$ cat src/design/hsv_pkg.sv
// ----------------------------------------------------------------------------
// HSV converter package
// Shared widths, constants and types of the RGB to HSV pixel converter.
// ----------------------------------------------------------------------------
`default_nettype none

package hsv_pkg;

  localparam int unsigned ChanW = 8;
  localparam int unsigned HueW  = 15;
  localparam int unsigned SatW  = 16;

  localparam int unsigned DenW = ChanW;
  localparam int unsigned QuoW = 16;
  localparam int unsigned NumW = DenW + QuoW;

  localparam int unsigned DivStages       = 8;
  localparam int unsigned DivBitsPerStage = QuoW / DivStages;
  localparam int unsigned PipeStages      = DivStages + 2;

  localparam int unsigned HueQuoW   = 12;
  localparam int unsigned HuePadW   = QuoW - HueQuoW;
  localparam int unsigned HueProdW  = NumW - HuePadW;

  localparam logic [HueW-1:0] HueSixth = HueW'(3840);
  localparam logic [HueW-1:0] HueTurn  = HueW'(23040);

  typedef enum logic [1:0] {
    SEC_RED   = 2'd0,
    SEC_GREEN = 2'd1,
    SEC_BLUE  = 2'd2
  } sector_e;

  typedef struct packed {
    logic [ChanW-1:0] val;
    sector_e          sector;
    logic             neg;
    logic             gray;
    logic             black;
  } side_t;

endpackage

`default_nettype wire

$ cat src/design/hsv_rgb_if.sv
// ----------------------------------------------------------------------------
// RGB pixel channel
// Valid/ready channel carrying one 8-bit RGB pixel per request.
// ----------------------------------------------------------------------------
`default_nettype none

interface hsv_rgb_if;
  logic                      valid;
  logic                      ready;
  logic [hsv_pkg::ChanW-1:0] red_in;
  logic [hsv_pkg::ChanW-1:0] green_in;
  logic [hsv_pkg::ChanW-1:0] blue_in;

  modport source (output valid, output red_in, output green_in, output blue_in,
                  input ready);
  modport sink (input valid, input red_in, input green_in, input blue_in,
                output ready);
endinterface

`default_nettype wire

$ cat src/design/hsv_res_if.sv
// ----------------------------------------------------------------------------
// HSV result channel
// Valid/ready channel carrying one hue, saturation and value triple.
// ----------------------------------------------------------------------------
`default_nettype none

interface hsv_res_if;
  logic                     valid;
  logic                     ready;
  logic [hsv_pkg::HueW-1:0]  hue_out;
  logic [hsv_pkg::SatW-1:0]  sat_out;
  logic [hsv_pkg::ChanW-1:0] val_out;

  modport source (output valid, output hue_out, output sat_out, output val_out,
                  input ready);
  modport sink (input valid, input hue_out, input sat_out, input val_out,
                output ready);
endinterface

`default_nettype wire

$ cat src/design/rgb_to_hsv_converter.sv
// ----------------------------------------------------------------------------
// RGB to HSV converter
// Converts one 8-bit RGB pixel per request into hue (1/64 degree units),
// saturation (Q0.16) and value (largest channel).
//
// Pixels arrive on the pix_i channel and results leave on the hsv_o channel,
// both valid/ready; a request is taken when valid and ready are both high.
// Results leave in the order the pixels arrived, one per pixel.
// An accepted pixel passes through these registered stages to its result:
// one stage finds the maximum, minimum and sector and forms both numerators,
// eight stages run two restoring divisions side by side at two quotient bits
// per stage, and a final stage applies the sector offset into the output
// register. A new pixel may be taken in every cycle that pix_i.ready is high.
// Each stage has its own valid bit and moves on when the next stage is empty
// or moving, so when the receiver stalls the pipeline fills its bubbles and
// pix_i.ready drops only once all ten stages hold a pixel; nothing is lost or
// repeated. Reset clears every valid bit, leaving the pipeline empty.
// ----------------------------------------------------------------------------
`default_nettype none

module rgb_to_hsv_converter (
  input  logic      clk_i,
  input  logic      rst_ni,
  hsv_rgb_if.sink   pix_i,
  hsv_res_if.source hsv_o
);

  localparam int unsigned ChanW = hsv_pkg::ChanW;
  localparam int unsigned HueW  = hsv_pkg::HueW;
  localparam int unsigned NumW  = hsv_pkg::NumW;
  localparam int unsigned Stg   = hsv_pkg::PipeStages;
  localparam int unsigned DStg  = hsv_pkg::DivStages;

  logic [Stg-1:0] v_q, v_d, rdy;

  always_comb begin
    rdy[Stg-1] = hsv_o.ready | ~v_q[Stg-1];
    for (int k = Stg - 2; k >= 0; k--) begin
      rdy[k] = ~v_q[k] | rdy[k+1];
    end
    for (int k = 0; k < Stg; k++) begin
      if (!rdy[k]) begin
        v_d[k] = v_q[k];
      end else if (k == 0) begin
        v_d[k] = pix_i.valid;
      end else begin
        v_d[k] = v_q[k-1];
      end
    end
  end

  always_ff @(posedge clk_i or negedge rst_ni) begin
    if (!rst_ni) begin
      v_q <= '0;
    end else begin
      v_q <= v_d;
    end
  end

  assign pix_i.ready = rdy[0];

  logic [ChanW-1:0]          mx, mn, delta, dmag, opa, opb;
  hsv_pkg::sector_e          sector;
  logic                      neg;
  logic [NumW-1:0]           sat_num_d, hue_num_d;
  logic [hsv_pkg::HueProdW-1:0] hue_prod;

  always_comb begin
    if (pix_i.red_in >= pix_i.green_in && pix_i.red_in >= pix_i.blue_in) begin
      sector = hsv_pkg::SEC_RED;
      mx     = pix_i.red_in;
      opa    = pix_i.green_in;
      opb    = pix_i.blue_in;
    end else if (pix_i.green_in >= pix_i.blue_in) begin
      sector = hsv_pkg::SEC_GREEN;
      mx     = pix_i.green_in;
      opa    = pix_i.blue_in;
      opb    = pix_i.red_in;
    end else begin
      sector = hsv_pkg::SEC_BLUE;
      mx     = pix_i.blue_in;
      opa    = pix_i.red_in;
      opb    = pix_i.green_in;
    end
    mn = (opa < opb) ? opa : opb;
    delta = mx - mn;
    if (opa >= opb) begin
      neg  = 1'b0;
      dmag = opa - opb;
    end else begin
      neg  = 1'b1;
      dmag = opb - opa;
    end
    sat_num_d = {delta, hsv_pkg::QuoW'(0)} - NumW'(delta);
    hue_prod  = {dmag, 12'd0} - {4'd0, dmag, 8'd0};
    hue_num_d = {hue_prod, hsv_pkg::HuePadW'(0)};
  end

  hsv_pkg::side_t side_q [Stg-1];
  hsv_pkg::side_t side_in;

  assign side_in = '{val: mx, sector: sector, neg: neg,
                     gray: (delta == '0), black: (mx == '0)};

  logic [NumW-1:0]  sat_num_q, hue_num_q;
  logic [ChanW-1:0] sat_den_q, hue_den_q;

  always_ff @(posedge clk_i) begin
    if (rdy[0]) begin
      sat_num_q <= sat_num_d;
      hue_num_q <= hue_num_d;
      sat_den_q <= mx;
      hue_den_q <= delta;
    end
  end

  for (genvar k = 0; k < Stg - 1; k++) begin : g_side
    always_ff @(posedge clk_i) begin
      if (rdy[k]) begin
        side_q[k] <= (k == 0) ? side_in : side_q[(k == 0) ? 0 : k - 1];
      end
    end
  end

  logic [hsv_pkg::QuoW-1:0] sat_quo, hue_quo;

  hsv_div_pipe u_sat_div (
    .clk_i (clk_i),
    .en_i  (rdy[DStg:1]),
    .num_i (sat_num_q),
    .den_i (sat_den_q),
    .quo_o (sat_quo)
  );

  hsv_div_pipe u_hue_div (
    .clk_i (clk_i),
    .en_i  (rdy[DStg:1]),
    .num_i (hue_num_q),
    .den_i (hue_den_q),
    .quo_o (hue_quo)
  );

  hsv_pkg::side_t        fin;
  logic [HueW-1:0]       hq, base, hue_d;
  logic [hsv_pkg::SatW-1:0] sat_d;

  always_comb begin
    fin = side_q[Stg-2];
    hq  = HueW'(hue_quo[hsv_pkg::QuoW-1:hsv_pkg::HuePadW]);
    case (fin.sector)
      hsv_pkg::SEC_RED:   base = '0;
      hsv_pkg::SEC_GREEN: base = HueW'(2 * hsv_pkg::HueSixth);
      hsv_pkg::SEC_BLUE:  base = HueW'(4 * hsv_pkg::HueSixth);
      default:            base = '0;
    endcase
    if (fin.gray || hq == '0) begin
      hue_d = fin.gray ? '0 : base;
    end else if (fin.neg) begin
      hue_d = (fin.sector == hsv_pkg::SEC_RED) ? hsv_pkg::HueTurn - hq : base - hq;
    end else begin
      hue_d = base + hq;
    end
    sat_d = fin.black ? '0 : sat_quo;
  end

  logic [HueW-1:0]          hue_q;
  logic [hsv_pkg::SatW-1:0] sat_q;
  logic [ChanW-1:0]         val_q;

  always_ff @(posedge clk_i) begin
    if (rdy[Stg-1]) begin
      hue_q <= hue_d;
      sat_q <= sat_d;
      val_q <= fin.val;
    end
  end

  assign hsv_o.valid   = v_q[Stg-1];
  assign hsv_o.hue_out = hue_q;
  assign hsv_o.sat_out = sat_q;
  assign hsv_o.val_out = val_q;

endmodule

`default_nettype wire

$ cat src/design/hsv_div_pipe.sv
// ----------------------------------------------------------------------------
// HSV pipelined divider
// Restoring divider resolving a fixed number of quotient bits per stage.
// The numerator's top byte must be below the divisor.
// ----------------------------------------------------------------------------
`default_nettype none

module hsv_div_pipe (
  input  logic                                clk_i,
  input  logic [hsv_pkg::DivStages-1:0]       en_i,
  input  logic [hsv_pkg::NumW-1:0]            num_i,
  input  logic [hsv_pkg::DenW-1:0]            den_i,
  output logic [hsv_pkg::QuoW-1:0]            quo_o
);

  localparam int unsigned DenW = hsv_pkg::DenW;
  localparam int unsigned QuoW = hsv_pkg::QuoW;
  localparam int unsigned Stg  = hsv_pkg::DivStages;
  localparam int unsigned Bps  = hsv_pkg::DivBitsPerStage;

  logic [DenW-1:0] rem_q [Stg];
  logic [QuoW-1:0] low_q [Stg];
  logic [QuoW-1:0] quo_q [Stg];
  logic [DenW-1:0] den_q [Stg];

  for (genvar s = 0; s < Stg; s++) begin : g_stage
    logic [DenW-1:0] rem_in, rem_d;
    logic [QuoW-1:0] low_in, low_d;
    logic [QuoW-1:0] quo_in, quo_d;
    logic [DenW-1:0] den_in;

    if (s == 0) begin : g_first
      assign rem_in = num_i[hsv_pkg::NumW-1:QuoW];
      assign low_in = num_i[QuoW-1:0];
      assign quo_in = '0;
      assign den_in = den_i;
    end else begin : g_next
      assign rem_in = rem_q[s-1];
      assign low_in = low_q[s-1];
      assign quo_in = quo_q[s-1];
      assign den_in = den_q[s-1];
    end

    always_comb begin
      logic [DenW:0] trial;
      rem_d = rem_in;
      low_d = low_in;
      quo_d = quo_in;
      for (int b = 0; b < Bps; b++) begin
        trial = {rem_d, low_d[QuoW-1]};
        low_d = {low_d[QuoW-2:0], 1'b0};
        if (trial >= {1'b0, den_in}) begin
          rem_d = DenW'(trial - {1'b0, den_in});
          quo_d = {quo_d[QuoW-2:0], 1'b1};
        end else begin
          rem_d = trial[DenW-1:0];
          quo_d = {quo_d[QuoW-2:0], 1'b0};
        end
      end
    end

    always_ff @(posedge clk_i) begin
      if (en_i[s]) begin
        rem_q[s] <= rem_d;
        low_q[s] <= low_d;
        quo_q[s] <= quo_d;
        den_q[s] <= den_in;
      end
    end
  end

  assign quo_o = quo_q[Stg-1];

endmodule

`default_nettype wire
$ cat src/flat_wrapper.sv
// flat-port wrapper written by rule: the top's interface ports become plain ports
module rgb_to_hsv_converter_flat 
  (clk_i, rst_ni, pix_i_valid, pix_i_red_in, pix_i_green_in, pix_i_blue_in, pix_i_ready, hsv_o_valid, hsv_o_hue_out, hsv_o_sat_out, hsv_o_val_out, hsv_o_ready);
  hsv_rgb_if pix_i_i ();
  hsv_res_if hsv_o_i ();
  input  logic clk_i;
  input  logic rst_ni;
  input wire logic [$bits(pix_i_i.valid)-1:0] pix_i_valid;
  input wire logic [$bits(pix_i_i.red_in)-1:0] pix_i_red_in;
  input wire logic [$bits(pix_i_i.green_in)-1:0] pix_i_green_in;
  input wire logic [$bits(pix_i_i.blue_in)-1:0] pix_i_blue_in;
  output wire logic [$bits(pix_i_i.ready)-1:0] pix_i_ready;
  output wire logic [$bits(hsv_o_i.valid)-1:0] hsv_o_valid;
  output wire logic [$bits(hsv_o_i.hue_out)-1:0] hsv_o_hue_out;
  output wire logic [$bits(hsv_o_i.sat_out)-1:0] hsv_o_sat_out;
  output wire logic [$bits(hsv_o_i.val_out)-1:0] hsv_o_val_out;
  input wire logic [$bits(hsv_o_i.ready)-1:0] hsv_o_ready;
  assign pix_i_i.valid = pix_i_valid;
  assign pix_i_i.red_in = pix_i_red_in;
  assign pix_i_i.green_in = pix_i_green_in;
  assign pix_i_i.blue_in = pix_i_blue_in;
  assign pix_i_ready = pix_i_i.ready;
  assign hsv_o_valid = hsv_o_i.valid;
  assign hsv_o_hue_out = hsv_o_i.hue_out;
  assign hsv_o_sat_out = hsv_o_i.sat_out;
  assign hsv_o_val_out = hsv_o_i.val_out;
  assign hsv_o_i.ready = hsv_o_ready;
  rgb_to_hsv_converter u_core (.clk_i(clk_i), .rst_ni(rst_ni), .pix_i(pix_i_i), .hsv_o(hsv_o_i));
endmodule
$ cat config.mk
export PLATFORM = sky130hd
export DESIGN_NAME = rgb_to_hsv_converter_flat
export DESIGN_NICKNAME = d
export VERILOG_FILES = /design/src/design/hsv_pkg.sv /design/src/design/hsv_rgb_if.sv /design/src/design/hsv_res_if.sv /design/src/design/rgb_to_hsv_converter.sv /design/src/design/hsv_div_pipe.sv /design/src/flat_wrapper.sv
export SDC_FILE = /design/constraint.sdc
export NUM_CORES = 1
export LEC_CHECK = 0
export ABC_AREA = 1
export BUFFER_PORTS_ARGS = -buffer_cell sky130_fd_sc_hd__buf_2
export CORE_MARGIN = 1
export CORE_UTILIZATION = 45
export CTS_CLUSTER_DIAMETER = 50
export DETAILED_ROUTE_END_ITERATION = 7
export GPL_TIMING_DRIVEN = 0
export PLACE_DENSITY = 0.67
export SYNTH_ARGS = -nofsm -noshare
export SYNTH_HDL_FRONTEND = slang
export SYNTH_SLANG_ARGS = --single-unit
$ cat constraint.sdc
create_clock -name clk_i -period 37.4 [get_ports clk_i]
set_input_delay 1.87 -clock clk_i [delete_from_list [all_inputs] [get_ports clk_i]]
set_output_delay 1.87 -clock clk_i [all_outputs]
set_load 0.01 [all_outputs]
==> metrics.md <==
| Metric | Value |
|---|---|
| Num rows | `95` |
| Top post-synthesis cells by count | `edfxtp_1 (524), nand2_1 (491), inv_1 (484)` |
| CP max stage delay | `about 670 ps` |
| Area growth syn-to-layout | `13.1%` |
| Total Wirelength | `53.6 mm` |
| Post-CTS Resized | `0` |
| Fin crit period | `between 9000 and 10000 ps` |
| WP buf/inv | `11` |
| Final non-filler cell total | `roughly 4100` |
| Max Freq | `105 MHz` |
| Hold Buf Count CTS | `0` |
| RSZ-0062 raised after global routing | `no` |
| Placed cells | `3931` |
| CTS tree | `done` |
| Dominant cell by count in the synthesized netlist | `edfxtp_1` |
| I/O pin total | `69` |
| Worst path required time | `35530 ps` |
| Diode count | `0` |
| First-pass GRT wire length | `slightly above 90 mm` |
| Mapped cell area | `0.0305 mm2` |
| Drt wl/cell | `between 10 and 15 um` |
| Net count after synthesis | `about 3300` |
| Die width | `~260 um` |
| Area contributors post-synth | `edfxtp_1 (52%), ha_1 (12%), nand2_1 (6.0%)` |
| Status | `finished clean` |
| Synth Instances | `just under 3000` |
| Synthesized flop and latch total | `534` |
| Clk_lat worst skew | `between 500 and 600 ps` |
| Worst Hold Class | `flip-flop to flip-flop` |
| Final Max Tran Viols | `0` |
| MaxCap Viol Count | `0` |
| CTS clk-pin slew, worst paths | `~60 ps` |
| Pre-Repair DR Iteration Count | `5` |
| Core ar. | `0.0672 mm2` |
| Syn_area_per_cell | `10.2 um2` |
| Crit path DAT | `7680 ps` |
| Vias in the first global route | `19400` |
| Largest net degree at the start of global routing | `44` |
| Total GRT Usage | `15.9%` |
| Postcts setup bufs | `0` |
| Final Cycle Share | `25.5%` |
| Drt drc | `0` |
| Layout Nets | `3470` |
| Worst Setup Start Kind | `input pin` |
| I/O Buffers | `68` |
| Initial antenna violation count | `0` |
| Clock Sinks | `534` |
| Grt total ovfl | `0` |
| EDFF count, synth | `524` |
| Share of the synthesized area in the top cell type | `51.6%` |
| Die Y | `262 um` |
| Total CTS buffers | `~70` |
| Max clock buf depth | `3` |
| CTS Root Cell | `clkbuf_16` |
| Critical Path Sink Type | `output port` |
| Vias per cell | `4.91` |
| Layout cells sized above 1 | `9.36%` |
| Critical path type | `input pin to output port` |
| Setup_tns | `0 ps` |
| Crit-path max FO | `43` |
| Initial DRC count | `1052` |
| Least-Margin Pin Slew | `around 890 ps` |
| GP Congestion | `just under 0.9` |
| Initial Util | `45.4%` |
| Antenna Nets Post-Route | `0` |
| Worst hold margin | `400 ps` |
| Ys flop type | `edfxtp_1` |
| CP Cell Sequence | `buf_2 -> nor2_1 -> clkinv_1 -> nor2_1 -> inv_2 -> nor2_1 -> inv_2 -> nor2_1 -> inv_2 -> nor2_1 -> inv_2 -> nor2_1 -> inv_2 -> nor2_1 -> inv_2 -> nor2_1 -> inv_2 -> nor2_1 -> nand2_2 -> buf_12 -> buf_2` |
| Final Hold Vio Count | `0` |
| Synth cell types | `53` |
| Sequential-to-total area share from yosys stat | `52.4%` |
| Slew margin rel. | `40.3%` |
| FFs w/ async S/R, synth | `roughly 1.9%` |
| Yosys top cell by area | `edfxtp_1` |
| Clk_skew | `~25 ps` |
| Endpoints failing setup | `0` |
| Most common cell on crit path | `nor2_1` |
| Dpl hpwl | `41.2 mm` |
| Crit-path slowest cell | `inv_2` |
| Die Area | `0.0689 mm2` |
| Synth Warn # | `0` |
| DR vias | `19900` |
| H-Tree Level Count | `3` |
| Crit-path leading delay family | `buffers and inverters` |
-- stage by stage --
step / utilization (%) / worst slack, ps / area, um2
after global routing: 51.4 / 27030 / 34500
after CTS: 51.3 / 26920 / 34500
after global placement: 47.6 / 18730 / 32000
final: 51.4 / 27850 / 34500
after floorplan: - / 22930 / 30500
after detailed placement: 47.8 / 27010 / 32100
-- cell families (layout without fill, tap and decap cells) --
family / after synthesis / after routing / share of synthesized area, %
xor gates and xnor gates: 159 / 159 / 4.56
buffers and inverters: 530 / 732 / 6.64
AOI/OAI and AO/OA: 514 / 514 / 9.33
DFF: 534 / 534 / 52.4
adders and majority gates: 313 / 313 / 13.5
muxes: 4 / 4 / 0.148
and+or+nand+nor: 928 / 928 / 13.5
-- area by class of cell --
cell class	instances	area, um2
fill	5866	32700
clock buffer	82	1860
timing repair buffer	77	528
multi-input combinational	1918	12500
inverter	497	1870
tap	873	1090
buffer	33	159
sequential	534	16000
clock inverter	43	503
-- worst reg2reg max path: stages (launching register included) --
cell and delay, ps:
dfrtp_1 370, inv_1 50, nor2_1 30, clkinv_1 380, nor2_1 100, inv_2 670, nor2_1 120, inv_2 400
nor2_1 120, inv_2 370, nor2_1 100, inv_2 540, nor2_1 110, inv_2 520, nor2_1 120, inv_2 460
nor2_1 110, inv_2 450, nor2_1 170, nand2_2 460, buf_12 300
-- per-layer routing --
layer / track usage, % / wire (um) / vias up
li1: - / - / 10500
met1: 19.7 / 24100 / 9103
met2: 28.4 / 26500 / 256
met3: 2.28 / 1510 / 91
met4: 5.12 / 1390 / 0
met5: 0 / 0 / -
-- registers in the layout, summed over array words and instances (netlist names), 10 cells and up --
signal,count
u_core.u_sat_div.low_q,48
u_core.hue_num_q,12
u_core.u_hue_div.den_q,42
u_core.hsv_o.sat_out,16
u_core.u_sat_div.quo_q,72
u_core.side_q,98
u_core.sat_num_q,22
u_core.v_q,10
u_core.u_hue_div.rem_q,40
u_core.u_sat_div.rem_q,56
u_core.hsv_o.hue_out,15
u_core.u_hue_div.quo_q,66
u_core.u_sat_div.den_q,11
-- placed cells by master, fill, tap and decap left out, types with 21 or more instances in the layout --
| cell | count |
|---|---|
| a21oi_1 | 190 |
| xnor2_1 | 68 |
| nor2_1 | 195 |
| nand2_2 | 22 |
| o21ai_1 | 21 |
| xor2_1 | 91 |
| inv_1 | 475 |
| nand4_1 | 41 |
| nand2_1 | 490 |
| o21ai_0 | 211 |
| o221ai_1 | 23 |
| nor3_1 | 32 |
| edfxtp_1 | 524 |
| nand3_1 | 73 |
| clkbuf_16 | 71 |
| buf_2 | 84 |
| fa_1 | 27 |
| ha_1 | 286 |
-- final timing paths --
path,from,endpoint,slack (ps),cells past startpoint
worst min register to register,u_core.side_q[0][30],u_core.side_q[0][43],400,0
worst max register to register,u_core.v_q[9],u_core.sat_den_q[7],31100,20
min in group asynchronous,rst_ni,u_core.v_q[2],1150,1
worst max-delay path,hsv_o_ready,pix_i_ready,27850,21
max in group asynchronous,rst_ni,u_core.v_q[1],36020,1
worst min-delay path,u_core.side_q[0][30],u_core.side_q[0][43],400,0
Power is not shown: default switching activity piles up to over one toggle a cycle in this logic, so the estimate is an artifact.
